**config.mk**
```make
export PLATFORM = sky130hd
export DESIGN_NAME = clock_page_replacement
export DESIGN_NICKNAME = d
export VERILOG_FILES = /design/src/hdl/cpr_pkg.sv /design/src/hdl/clock_page_replacement.sv /design/src/hdl/cpr_ctrl.sv /design/src/hdl/cpr_datapath.sv
export SDC_FILE = /design/constraint.sdc
export NUM_CORES = 1
export LEC_CHECK = 0
export BUFFER_PORTS_ARGS = -buffer_cell sky130_fd_sc_hd__buf_2
export CORE_ASPECT_RATIO = 1.4
export CORE_MARGIN = 8
export CORE_UTILIZATION = 45
export DETAILED_ROUTE_END_ITERATION = 7
export GPL_ROUTABILITY_DRIVEN = 0
export SKIP_LAST_GASP = 1
export SLEW_MARGIN = 10
export SYNTH_ARGS = -nofsm -noshare
export SYNTH_HDL_FRONTEND = slang
export SYNTH_SLANG_ARGS = --single-unit
export TNS_END_PERCENT = 5
```
**constraint.sdc**
```tcl
create_clock -name clk_i -period 11 [get_ports clk_i]
set_input_delay 0.55 -clock clk_i [delete_from_list [all_inputs] [get_ports clk_i]]
set_output_delay 0.55 -clock clk_i [all_outputs]
set_load 0.005 [all_outputs]
```
**src/hdl/cpr_pkg.sv**
```systemverilog
// Shared constants and controller/datapath interface types for the clock page replacer.
package cpr_pkg;

  localparam int FRAMES    = 16;
  localparam int PAGE_BITS = 20;
  localparam int IDX_W     = (FRAMES > 1) ? $clog2(FRAMES) : 1;
  localparam int CNT_W     = $clog2(FRAMES + 1);
  localparam int CFG_W     = 5;
  localparam int SLOT_W    = 4;
  localparam int FAULT_W   = 32;

  localparam logic [CFG_W-1:0] FRAME_COUNT_RST = CFG_W'(16);

  typedef struct packed {
    logic load;
    logic hit_take;
    logic norm_hand;
    logic sweep_step;
    logic replace;
  } cmd_t;

  typedef struct packed {
    logic hit;
    logic ref_at_hand;
  } sts_t;

endpackage

```
**src/hdl/clock_page_replacement.sv**
```systemverilog
// Top level of the clock (second-chance) page replacer.
//
//  channel  | handshake                  | payload
//  ---------+----------------------------+------------------------------------------
//  command  | start / busy               | page_number_i
//  result   | done_o (one-cycle strobe)  | hit_o slot_o evicted_valid_o
//           |                            | evicted_page_o fault_total_o
//  config   | cfg_valid_i / cfg_ready_o  | cfg_data_i (frame count)
//
// A hit passes through the lookup state alone and strobes its word in the next cycle.
// A miss passes through the lookup state and then the sweep state: the hand sweeps
// one frame per cycle over the effective frame count until it finds a clear reference bit.
// A new command may be accepted in the cycle the previous result is strobed.
// Reset clears valid and reference bits, hand and fault count; frame count goes to 16.
// The receiver cannot stall: each result word is valid for exactly one cycle.
module clock_page_replacement
  import cpr_pkg::*;
(
  input  logic                 clk_i,
  input  logic                 rst_ni,
  input  logic                 start,
  output logic                 busy,
  input  logic [PAGE_BITS-1:0] page_number_i,
  input  logic                 cfg_valid_i,
  output logic                 cfg_ready_o,
  input  logic [CFG_W-1:0]     cfg_data_i,
  output logic                 done_o,
  output logic                 hit_o,
  output logic [SLOT_W-1:0]    slot_o,
  output logic                 evicted_valid_o,
  output logic [PAGE_BITS-1:0] evicted_page_o,
  output logic [FAULT_W-1:0]   fault_total_o
);

  cmd_t cmd;
  sts_t sts;

  cpr_ctrl u_ctrl (
    .clk_i  (clk_i),
    .rst_ni (rst_ni),
    .start  (start),
    .busy   (busy),
    .sts_i  (sts),
    .cmd_o  (cmd)
  );

  cpr_datapath u_datapath (
    .clk_i           (clk_i),
    .rst_ni          (rst_ni),
    .cfg_valid_i     (cfg_valid_i),
    .cfg_ready_o     (cfg_ready_o),
    .cfg_data_i      (cfg_data_i),
    .page_number_i   (page_number_i),
    .cmd_i           (cmd),
    .sts_o           (sts),
    .done_o          (done_o),
    .hit_o           (hit_o),
    .slot_o          (slot_o),
    .evicted_valid_o (evicted_valid_o),
    .evicted_page_o  (evicted_page_o),
    .fault_total_o   (fault_total_o)
  );

endmodule

```
**src/hdl/cpr_ctrl.sv**
```systemverilog
// Controller state machine: lookup, hand sweep and result issue sequencing.
module cpr_ctrl
  import cpr_pkg::*;
(
  input  logic clk_i,
  input  logic rst_ni,
  input  logic start,
  output logic busy,
  input  sts_t sts_i,
  output cmd_t cmd_o
);

  localparam logic [1:0] S_IDLE  = 2'd0;
  localparam logic [1:0] S_LOOK  = 2'd1;
  localparam logic [1:0] S_SWEEP = 2'd2;

  logic [1:0] state_q, state_d;

  always_comb begin
    state_d = state_q;
    cmd_o   = '0;
    unique case (state_q)
      S_IDLE: begin
        if (start) begin
          cmd_o.load = 1'b1;
          state_d    = S_LOOK;
        end
      end
      S_LOOK: begin
        if (sts_i.hit) begin
          cmd_o.hit_take = 1'b1;
          state_d        = S_IDLE;
        end else begin
          cmd_o.norm_hand = 1'b1;
          state_d         = S_SWEEP;
        end
      end
      S_SWEEP: begin
        if (!sts_i.ref_at_hand) begin
          cmd_o.replace = 1'b1;
          state_d       = S_IDLE;
        end else begin
          cmd_o.sweep_step = 1'b1;
        end
      end
      default: state_d = S_IDLE;
    endcase
  end

  always_ff @(posedge clk_i or negedge rst_ni) begin
    if (!rst_ni) begin
      state_q <= S_IDLE;
    end else begin
      state_q <= state_d;
    end
  end

  assign busy = (state_q != S_IDLE);

  a_look_after_accept: assert property (@(posedge clk_i) disable iff (!rst_ni)
    state_q == S_LOOK |-> $past(start && state_q == S_IDLE))
    else $error("lookup entered without an accepted word");

  a_sweep_after_miss: assert property (@(posedge clk_i) disable iff (!rst_ni)
    (state_q == S_SWEEP && $past(state_q) != S_SWEEP) |-> $past(state_q == S_LOOK && !sts_i.hit))
    else $error("sweep entered without a miss");

  a_one_action: assert property (@(posedge clk_i) disable iff (!rst_ni)
    $onehot0({cmd_o.load, cmd_o.hit_take, cmd_o.norm_hand, cmd_o.sweep_step, cmd_o.replace}))
    else $error("more than one datapath command issued");

endmodule

```
**src/hdl/cpr_datapath.sv**
```systemverilog
// Datapath: frame tags, valid and reference bits, hand, fault counter and result registers.
module cpr_datapath
  import cpr_pkg::*;
(
  input  logic                 clk_i,
  input  logic                 rst_ni,
  input  logic                 cfg_valid_i,
  output logic                 cfg_ready_o,
  input  logic [CFG_W-1:0]     cfg_data_i,
  input  logic [PAGE_BITS-1:0] page_number_i,
  input  cmd_t                 cmd_i,
  output sts_t                 sts_o,
  output logic                 done_o,
  output logic                 hit_o,
  output logic [SLOT_W-1:0]    slot_o,
  output logic                 evicted_valid_o,
  output logic [PAGE_BITS-1:0] evicted_page_o,
  output logic [FAULT_W-1:0]   fault_total_o
);

  logic [PAGE_BITS-1:0] pages_q [FRAMES];
  logic [FRAMES-1:0]    valid_q;
  logic [FRAMES-1:0]    ref_q;
  logic [IDX_W-1:0]     hand_q;
  logic [FAULT_W-1:0]   fault_q;
  logic [CFG_W-1:0]     fc_q;
  logic                 done_q;
  logic [PAGE_BITS-1:0] page_q;
  logic                 hit_q;
  logic [SLOT_W-1:0]    slot_q;
  logic                 ev_valid_q;
  logic [PAGE_BITS-1:0] ev_page_q;

  logic [CNT_W-1:0]     n_eff;
  logic                 hit_found;
  logic [IDX_W-1:0]     hit_idx;
  logic [CNT_W-1:0]     hand_nx;
  logic [IDX_W-1:0]     hand_wrap;

  always_comb begin
    if (fc_q == '0) begin
      n_eff = CNT_W'(1);
    end else if (32'(fc_q) > 32'(FRAMES)) begin
      n_eff = CNT_W'(FRAMES);
    end else begin
      n_eff = CNT_W'(fc_q);
    end
  end

  always_comb begin
    hit_found = 1'b0;
    hit_idx   = '0;
    for (int i = FRAMES - 1; i >= 0; i--) begin
      if (valid_q[i] && (CNT_W'(i) < n_eff) && (pages_q[i] == page_q)) begin
        hit_found = 1'b1;
        hit_idx   = IDX_W'(i);
      end
    end
  end

  assign hand_nx   = CNT_W'(hand_q) + CNT_W'(1);
  assign hand_wrap = (hand_nx >= n_eff) ? '0 : IDX_W'(hand_nx);

  assign sts_o.hit         = hit_found;
  assign sts_o.ref_at_hand = ref_q[hand_q];

  always_ff @(posedge clk_i or negedge rst_ni) begin
    if (!rst_ni) begin
      valid_q <= '0;
      ref_q   <= '0;
      hand_q  <= '0;
      fault_q <= '0;
      fc_q    <= FRAME_COUNT_RST;
      done_q  <= 1'b0;
    end else begin
      done_q <= cmd_i.hit_take | cmd_i.replace;
      if (cfg_valid_i) begin
        fc_q <= cfg_data_i;
      end
      if (cmd_i.hit_take) begin
        ref_q[hit_idx] <= 1'b1;
      end
      if (cmd_i.norm_hand && (CNT_W'(hand_q) >= n_eff)) begin
        hand_q <= '0;
      end
      if (cmd_i.sweep_step) begin
        ref_q[hand_q] <= 1'b0;
        hand_q        <= hand_wrap;
      end
      if (cmd_i.replace) begin
        valid_q[hand_q] <= 1'b1;
        ref_q[hand_q]   <= 1'b1;
        hand_q          <= hand_wrap;
        if (fault_q != '1) begin
          fault_q <= fault_q + FAULT_W'(1);
        end
      end
    end
  end

  always_ff @(posedge clk_i) begin
    if (cmd_i.load) begin
      page_q <= page_number_i;
    end
    if (cmd_i.hit_take) begin
      hit_q      <= 1'b1;
      slot_q     <= SLOT_W'(hit_idx);
      ev_valid_q <= 1'b0;
      ev_page_q  <= '0;
    end
    if (cmd_i.replace) begin
      pages_q[hand_q] <= page_q;
      hit_q           <= 1'b0;
      slot_q          <= SLOT_W'(hand_q);
      ev_valid_q      <= valid_q[hand_q];
      ev_page_q       <= valid_q[hand_q] ? pages_q[hand_q] : '0;
    end
  end

  assign cfg_ready_o     = 1'b1;
  assign done_o          = done_q;
  assign hit_o           = hit_q;
  assign slot_o          = slot_q;
  assign evicted_valid_o = ev_valid_q;
  assign evicted_page_o  = ev_page_q;
  assign fault_total_o   = fault_q;

  a_fault_monotonic: assert property (@(posedge clk_i) disable iff (!rst_ni)
    fault_q != $past(fault_q) |-> fault_q == $past(fault_q) + FAULT_W'(1))
    else $error("fault counter moved by other than one");

  a_sweep_clears: assert property (@(posedge clk_i) disable iff (!rst_ni)
    cmd_i.sweep_step |=> !ref_q[$past(hand_q)])
    else $error("sweep step left reference bit set");

  a_replace_marks: assert property (@(posedge clk_i) disable iff (!rst_ni)
    cmd_i.replace |=> valid_q[$past(hand_q)] && ref_q[$past(hand_q)] && done_o && !hit_o)
    else $error("replaced frame not marked valid and referenced");

endmodule

```
# ---- Word-level counts from Yosys, hierarchy flattened
# Memory sizes are Yosys's and may differ from the RTL's.
# Cells that the tools add are included.
dict set report totals {
  register_bits 122
  ram_bits 320
  inputBits 29
  out_inout_bits 61
  wordCells 177
  mem_count 1
}
dict set report classes {
  add_sub_neg 2
  magnitude_cmp 23
  eq_ne 21
  muxes 70
  bitwise_logic 6
  n_reduce_logical 42
}
# memory depth word_bits read_ports rd_ports_with_merged_regs write_ports line_no
set mem_list {}
lappend mem_list {u_datapath.pages_q 16 20 17 0 1 cpr_datapath.sv:21} ;# logic [PAGE_BITS-1:0] pages_q [FRAMES];
# op n
set ops {}
lappend ops {{== test 20 bit} 16}
lappend ops {{2-to-1 mux 4 bit} 22}
lappend ops {{2-to-1 mux 20 bit} 3}
lappend ops {{2-to-1 mux 16 bit} 3}
lappend ops {{OR 16 bit} 3}
lappend ops {{< comparator 4 x 5 -> 1 bit, first input constant} 8}
lappend ops {{logical AND 1 bit} 35}
lappend ops {{adder 32 x 1 -> 32 bit, second input constant} 1}
lappend ops {{!= test 32 bit, second input constant} 1}
lappend ops {{2-to-1 mux 1 bit} 30}
lappend ops {{< comparator 3 x 5 -> 1 bit, first input constant} 4}
lappend ops {{AND 16 bit} 1}
lappend ops {{NOT 16 bit} 1}
lappend ops {{< comparator 1 x 5 -> 1 bit, first input constant} 2}
lappend ops {{< comparator 2 x 5 -> 1 bit, first input constant} 2}
lappend ops {{< comparator 4 x 5 -> 1 bit, second input constant} 2}
lappend ops {{2-to-1 mux 2 bit} 5}
lappend ops {{2-to-1 mux 5 bit} 2}
lappend ops {{binary-select mux 1 bit (select 4 bit)} 2}
lappend ops {{demux 1 bit (select 4 bit)} 2}
lappend ops {{greater-or-equal comparator 4 x 1 -> 1 bit, second input constant} 2}
lappend ops {{case mux 2 bit (3 select lines)} 1}
lappend ops {{adder 4 x 1 -> 5 bit, second input constant} 1}
lappend ops {{greater-or-equal comparator 4 x 5 -> 1 bit} 1}
lappend ops {{11 further kinds} 14}

# ---- Logic depth before layout (Yosys ltp)
# Gate-level depths: netlist of run 1.
dict set report logic_depth {
  depth_word 32
  mapped_depth 13
  mapped_depth_nobuf 12
}

# ---- Cells and area by module
# From an unflattened synthesis of run 1, not the netlist that was laid out.
dict set report unflattened {
  cells_unflattened 1600
  hier_area_um2 22763.1
}
# module n_inst cells_per_inst area_per_inst_um2 seq_area_each_um2
set modules_own_cells {}
lappend modules_own_cells {cpr_datapath 1 1588 22651.7 12833.6}
lappend modules_own_cells {cpr_ctrl 1 12 111.4 50.0}

# ---- Worst setup path after synthesis of run 1
# OpenSTA, ideal clock, no wires.
dict set report synth_timing {
  kind {register to register}
  startpoint {register u_datapath.hand_q[0]}
  endpoint {memory u_datapath.pages_q[11][0] (enable)}
  setup_time_ns 0.425
  t_arrival_ns 3.227
  required_time_ns 10.575
  slack_ns 7.348
  path_stages_with_launch 5
  path_buffers 1
  period_less_slack_ns 3.652
  cell_sequence {dfrtp_1 buf_6 mux4_2 mux4_2 nor3_1}
}
dict set report synth_via {
  elab_chain_len 6
}
# element line_no
set synth_rtl {}
lappend synth_rtl {{start: declaration} cpr_datapath.sv:24} ;# logic [IDX_W-1:0] hand_q;
lappend synth_rtl {{start signal: assignment} cpr_datapath.sv:88} ;# hand_q <= hand_wrap;
lappend synth_rtl {{start signal: assignment} cpr_datapath.sv:93} ;# hand_q <= hand_wrap;
lappend synth_rtl {{binary-select mux 1 bit (select 4 bit)} cpr_datapath.sv:65} ;# assign sts_o.ref_at_hand = ref_q[hand_q];
lappend synth_rtl {{2-to-1 mux 1 bit (not written as such)} cpr_datapath.sv:65}
lappend synth_rtl {{2-to-1 mux 1 bit} cpr_ctrl.sv:39} ;# if (!sts_i.ref_at_hand) begin
lappend synth_rtl {{2-to-1 mux 2 bit} cpr_ctrl.sv:22} ;# unique case (state_q)
lappend synth_rtl {{2-to-1 mux 1 bit} cpr_datapath.sv:111} ;# if (cmd_i.replace) begin
lappend synth_rtl {{2-to-1 mux 1 bit (not written as such)} cpr_datapath.sv:112} ;# pages_q[hand_q] <= page_q;
lappend synth_rtl {{end: declaration} cpr_datapath.sv:21}
# Parallel ways exist; a longest one is shown, timed or not. The select of a mux whose other input is x is not followed.

# ---- Worst setup path in the final report of run 1
dict set report layout_timing {
  startpoint {register u_datapath.fc_q[1]}
  endpoint {register u_datapath.ev_page_q[13] (netlist: u_datapath.evicted_page_o[13]) (enable)}
}
dict set report layout_via {
  elab_chain_len 25
  word_cells_on_any_way 71
  cone_classes {order compare (17); mux (20); reduce/logical (34)}
}
# element line_no
set layout_rtl {}
lappend layout_rtl {{start: declaration} cpr_datapath.sv:26} ;# logic [CFG_W-1:0] fc_q;
lappend layout_rtl {{start signal: assignment} cpr_datapath.sv:78} ;# fc_q <= cfg_data_i;
lappend layout_rtl {{> comparator 5 bit} cpr_datapath.sv:43} ;# end else if (32'(fc_q) > 32'(FRAMES)) begin
lappend layout_rtl {{2-to-1 mux 5 bit} cpr_datapath.sv:43}
lappend layout_rtl {{2-to-1 mux 5 bit *} cpr_datapath.sv:41} ;# if (fc_q == '0) begin
lappend layout_rtl {{< comparator 4 x 5 -> 1 bit} cpr_datapath.sv:54} ;# if (valid_q[i] && (CNT_W'(i) < n_eff) && (pages_q[i] == page_q)) begin
lappend layout_rtl {{logical AND 1 bit (2 in series)} cpr_datapath.sv:54}
lappend layout_rtl {{2-to-1 mux 1 bit (15 in series)} cpr_datapath.sv:54}
lappend layout_rtl {{2-to-1 mux 1 bit *} cpr_datapath.sv:54}
lappend layout_rtl {{2-to-1 mux 1 bit *} cpr_ctrl.sv:30} ;# if (sts_i.hit) begin
lappend layout_rtl {{2-to-1 mux 2 bit *} cpr_ctrl.sv:22}
lappend layout_rtl {{nonzero test 2 bit (no line) *} --}
lappend layout_rtl {{end signal: assignment} cpr_datapath.sv:116} ;# ev_page_q <= valid_q[hand_q] ? pages_q[hand_q] : '0;
lappend layout_rtl {{end: declaration} cpr_datapath.sv:32} ;# logic [PAGE_BITS-1:0] ev_page_q;
# Mark *: on every way between the ends. The rest lies on a longest branch, timed or not.
# A chain may end at the register's enable or synchronous reset.

==> results.toml, run 1 <==
[outcome]
status = "completed"

[power_and_ir_drop]
swShare_pct = 32.42
power_switching_mw = 1.685
power.internal_mw = 3.513
p_total_mw = 5.198
pwr-share-clk_pct = 30.7
seq_power_share_pct = 40.9
p_leak_nw = 8.441
peakVddDrop_uv = 102.1
power_density_nw_per_um2 = 214.0
comb_power_share_pct = 28.4

[route]
ant_nets = 0
wl_per_cell_um = 29.44
drtIter0Drc = 1232
viasPerCell = 5.914
drc = 0
wirelength_um = 64740
vias = 13000
drt_pass1_iterations = 5

[cts]
postCtsSetupRepairBufs = 0
cts_buffer_depth = 3
numCtsBuffers = 45
h-tree-depth = 2
root_buffer = "clkbuf_16"
cts.clk_slew.worst_paths_ns = 0.06
cts_tree = "done"
clk_latency_ns = 0.57
postCtsResizedCells = 0
cts_sinks = 442
postCtsHoldBufs = 0

[critical_path]
r2r_setup_slack_ns = 6.57
crit_slowest_cell = "nor4bb_1"
startpoint_type = "flop"
critPathMaxFanout = 26
arrival_ns = 4.47
path_cells = "or2_2 > o311ai_0 > or3_1 > nor4bb_1 > nor4b_2 > nand2b_1 > nand2_1"
crit_type = "flop to flop"
max_stage_delay_ns = 0.70
end_kind = "flop"
cp.required_ns = 11.05
r2r_cells = 7
r2r_end = "u_datapath.evicted_page_o[13]$_SDFFCE_PN0P_"
timing.rr.start = "u_datapath.fc_q[1]$_DFFE_PN0P_"

[logic_synthesis]
synth-seq-cells = 442
yosysMostFrequentCell = "edfxtp_1"
yosys.area.top_type = "edfxtp_1"
syn_inst = 1445
ys_top_cells_by_area = "edfxtp_1, mux4_2, dfrtp_1, xnor2_1, xor2_1"
netlist_area_um2 = 21640
ys.flop_type = "edfxtp_1"
yosysUniqueCellTypes = 65
yosysSeqAreaShare_pct = 59.53
synth_top_cell_area_share_pct = 50.64
yosysWarnings = 0
synth_edf_count = 365
syn_avg_cell_area_um2 = 14.98
synth_common_cells = "edfxtp_1, xnor2_1, xor2_1"
synth.net_count = 1487
ys_async_sr_fraction_pct = 17.19

[die]
fp.dieArea_um2 = 55470
io_pins = 90
initial_utilization_pct = 45.29
core_um2 = 47780
die_x_um = 201.3
rows = 95
die_h_um = 275.5

[sta]
finalCritPeriodShare_pct = 40.25
worst_slack_ns = 6.573
finalClockSkew_ns = 0.02306
period_minus_slack_ns = 4.427
timing.hold.ws_ns = 0.1568
maxSlewHeadroom_pct = 17.80
finalHoldViolations = 0
fmax_mhz = 225.9
setup_tns_ns = 0
setup-violations-final = 0
slew_viol_final = 0
worstMarginPinSlew_ns = 1.233
rsz0062_at_grt = "no"

[cells_and_area]
area_delta_synth_final_pct = 12.23
instances_no_fill = 2199
register_area_um2 = 12890
design_area_um2 = 24290
n_fill_cell = 4043
multi_input_area_um2 = 8292
fin_util_pct = 50.83
nNetsFinal = 1572
drive_above_1_share_pct = 22.97

[place]
post_dp_cell_area_um2 = 22750
place_ws_ns = 6.630
io_buffers = 88
dp.cells = 2113
dpl.hpwl_um = 45180

[global_route]
grt_max_degree = 77
grt-ovfl-total = 0
grt.busiest_layer = "met2"
use_met2_pct = 41.00
use_met3_pct = 3.816
grt_pass1_vias = 13240
use_met1_pct = 27.74
grt_pass1_wl_um = 94520
grt_usage_pct = 23.16
antenna_found_initial = 6

[worst_hold_path]
hold_path_class = "primary input to async pin"

[flow_run]
cap_violations = 0
[layer usage]
layer / up-vias / wire [um]
met1: 6746 / 24540
li1: 5628 / -
met5: - / 36
met2: 492 / 33230
met3: 132 / 3836
met4: 6 / 3092
[cells by family (layout without fill, tap and decap cells)]
| family | count (synthesis) | count (layout) | share of synthesized area, % |
|---|---|---|---|
| flops | 442 | 442 | 59.53 |
| xor+xnor | 353 | 353 | 14.29 |
| simple gates | 343 | 343 | 8.747 |
| mux | 114 | 114 | 11.66 |
| buf+inv | 104 | 226 | 2.399 |
| compound gates | 75 | 75 | 2.613 |
| fa+ha+maj | 13 | 13 | 0.7516 |
| other cells | 1 | 3 | 0.01733 |
[worst max-delay path: cells and delay by family (launching register included)]
family	cells	cell delay [ns]
flops	1	0.59
compound gates	1	0.51
simple gates	6	2.79
[worst max-delay path by stage]
stage / startpoint / endpoint / slack [ns] / cells after the start
after floorplan: u_datapath.hand_q[0]$_DFFE_PN0P_ / u_datapath.pages_q[11][0]$_DFFE_PP_ / 7.35 / 4
after global placement: u_datapath.fc_q[1]$_DFFE_PN0P_ / u_datapath.evicted_page_o[9]$_SDFFCE_PN0P_ / 6.71 / 7
after detailed placement: u_datapath.fc_q[1]$_DFFE_PN0P_ / u_datapath.evicted_page_o[9]$_SDFFCE_PN0P_ / 6.63 / 7
after CTS: u_datapath.fc_q[1]$_DFFE_PN0P_ / u_datapath.evicted_page_o[13]$_SDFFCE_PN0P_ / 6.60 / 7
after global routing: u_datapath.fc_q[1]$_DFFE_PN0P_ / u_datapath.evicted_page_o[13]$_SDFFCE_PN0P_ / 6.43 / 7
final: u_datapath.fc_q[1]$_DFFE_PN0P_ / u_datapath.evicted_page_o[13]$_SDFFCE_PN0P_ / 6.57 / 7
[cell usage in the layout (no fill, tap or decap), types with 9 or more instances in the layout]
cell and count:
buf_2 87, nand3_1 29, ha_1 13, edfxtp_1 365
clkbuf_16 47, nand4_1 50, nor2_2 10, and2_1 9
and3_1 29, nand2_1 59, nor2_1 31, inv_1 17
o21ai_0 15, clkbuf_1 10, mux4_2 110, xor2_1 167
xnor2_1 186, buf_4 37, nor4_1 46, nand2b_1 11
or2_2 20, clkinv_2 9, nor3_1 17, dfrtp_1 72
[registers in the layout, indices dropped and copies added (netlist names)]
register                    cells
u_datapath.page_q              20
u_datapath.valid_q             16
u_ctrl.state_q                  2
u_datapath.ref_q               16
u_datapath.evicted_valid_o      1
u_datapath.hit_o                1
u_datapath.evicted_page_o      20
u_datapath.fault_total_o       32
u_datapath.pages_q            320
u_datapath.hand_q               4
u_datapath.slot_o               4
u_datapath.fc_q                 5
u_datapath.done_o               1
[layout make-up]
type	count	area share [%]
Antenna cell	2	0.02061
Clock buffer	62	5.280
Clock inverter	22	1.020
Inverter	18	0.2782
Multi-Input combinational cell	899	34.14
Sequential cell	442	53.08
Tap cell	630	3.245
Timing Repair Buffer	124	2.936
[power by group through the flow]
stage | Sequential [mW] | Combinational [mW] | Clock (mW)
after detailed placement | 2.16 | 1.48 | 0
after global placement | 2.16 | 1.48 | 0
final | 2.13 | 1.48 | 1.59
after CTS | 2.13 | 1.49 | 1.62
after floorplan | 2.11 | 0.974 | 0
after global routing | 2.14 | 1.56 | 1.67
(Power assumes the default switching activity.)
==> inputs of run 2 (changes only) <==
- clock period: 11 -> 4.5 ns (I/O delays scaled with it)
==> run 2 against run 1 <==
Utilization is 0.92 points higher. Non-clock buffer count is 52 higher. Largest power group unchanged. Clock power is 130% higher.
==> results.toml, run 2 (same netlist as run 1, synthesis figures left out) <==
[place]
io_buffers = 88
post_dp_cell_area_um2 = 22980
place_ws_ns = 0.7485
dpl.hpwl_um = 44700
dp.cells = 2134

[cts]
h-tree-depth = 2
postCtsResizedCells = 0
clk_latency_ns = 0.57
cts_buffer_depth = 3
cts_sinks = 442
numCtsBuffers = 44
root_buffer = "clkbuf_16"
cts_tree = "done"
cts.clk_slew.worst_paths_ns = 0.07

[critical_path]
critPathMaxFanout = 15
crit_family = "simple AND/OR/NAND/NOR gates"
end_kind = "flop"
timing.rr.start = "u_datapath.page_q[18]$_DFFE_PP_"
r2r_setup_slack_ns = 0.59
startpoint_type = "flop"
max_stage_delay_ns = 0.74
cp.required_ns = 4.96
crit_type = "flop to flop"
path_cells = "buf_4 > xor2_1 > nor4_1 > and3_1 > nand3_1 > a21bo_2 > a21boi_0 > a211o_1 > or4_1 > a22oi_1"
setup.worst_path.end = "u_datapath.ref_q[9]$_DFF_PN0_"
r2r_end = "u_datapath.ref_q[9]$_DFF_PN0_"
path_buf_inv = 1
crit_slowest_cell = "edfxtp_1"
startpoint = "u_datapath.page_q[18]$_DFFE_PP_"
r2r_cells = 10
path_depth = 10
arrival_ns = 4.37

[sta]
slew_viol_final = 0
period_minus_slack_ns = 3.911
finalCritPeriodShare_pct = 86.91
worstMarginPinSlew_ns = 0.8532
finalClockSkew_ns = 0.03073
worst_slack_ns = 0.5892
setup-violations-final = 0
finalHoldViolations = 0
rsz0062_at_grt = "no"
setup_tns_ns = 0
maxSlewHeadroom_pct = 43.12
fmax_mhz = 255.7

[cells_and_area]
final_cell_mix = "edfxtp_1, xnor2_1, xor2_1"
design_area_um2 = 24730
final_common_cell = "edfxtp_1"
area_delta_synth_final_pct = 14.27
drive_above_1_share_pct = 23.28
top_register = "u_datapath.pages_q"
instances_no_fill = 2246
nNetsFinal = 1623
largest_reg_flops = 320

[outcome]
status = "completed"

[power_and_ir_drop]
p_leak_nw = 8.650
peakVddDrop_uv = 284.8
power_density_nw_per_um2 = 508.2
p_total_mw = 12.57

[die]
core_um2 = 47780
die_h_um = 275.5
fp.dieArea_um2 = 55470
io_pins = 90
initial_utilization_pct = 45.29
rows = 95
die_x_um = 201.3

[route]
viasPerCell = 5.842
drt_pass1_iterations = 5
wirelength_um = 62300
ant_nets = 0
drtIter0Drc = 1239
wl_per_cell_um = 27.74
vias = 13120
drc = 0

[global_route]
antenna_found_initial = 2
grt_pass1_wl_um = 91250
grt_max_degree = 91
grt_pass1_vias = 13260
grt-ovfl-total = 0
grt_usage_pct = 22.22

[worst_hold_path]
whs_path_depth = 2
hold_path_class = "primary input to flop"

[flow_run]
cap_violations = 0
[run 2: repair_timing]
| action | CTS | global route |
|---|---|---|
| hold buffers | 31 | 0 |
| hold endpoints to repair | 73 | 0 |
| setup buffers | 0 | 0 |
| endpoints found under the setup margin | 0 | 0 |
[run 2: through the flow]
stage	utilization, %	hold slack [ns]
3_3_place_gp	48.10	0.2819
6_report	51.75	0.02076
5_1_grt	51.75	0.02126
3_5_place_dp	48.10	0.2827
2_1_floorplan	-	-0.07059
4_1_cts	51.75	0.003553
[run 2: report_power, final]
| group | switching, mW | internal [mW] | total [mW] | leakage, nW |
|---|---|---|---|---|
| sequential | 0.278 | 4.89 | 5.17 | 4.32 |
| combinational | 2.16 | 1.52 | 3.68 | 3.63 |
| clock | 1.62 | 2.10 | 3.72 | 0.702 |
[run 2: per-layer routing]
layer	global-route usage [%]	wire length, um	vias to the layer above
met5	0	0	-
met4	11.15	3401	0
met3	2.994	3961	132
met2	37.17	30510	560
met1	28.25	24430	6710
li1	-	-	5719
[run 2: worst min path at each step]
stage | from | endpoint | slack, ns
after floorplan | rst_ni | u_ctrl.state_q[0]$_DFFE_PN0P_ | -0.07
after global placement | rst_ni | u_datapath.fault_total_o[9]$_DFFE_PN0P_ | 0.28
after detailed placement | rst_ni | u_datapath.fault_total_o[17]$_DFFE_PN0P_ | 0.28
after CTS | cfg_valid_i | u_datapath.fc_q[2]$_DFFE_PN0P_ | 0.004
after global routing | cfg_valid_i | u_datapath.fc_q[2]$_DFFE_PN0P_ | 0.02
final | cfg_valid_i | u_datapath.fc_q[2]$_DFFE_PN0P_ | 0.02
[run 2: cell type report]
class	count	area, um2
Antenna cell	1	2.502
Inverter	18	67.56
Clock inverter	33	311.5
Multi-Input combinational cell	899	8277
Timing Repair Buffer	176	1269
Sequential cell	442	12890
Clock buffer	47	1122
Tap cell	630	788.3
Fill cell	3992	23050
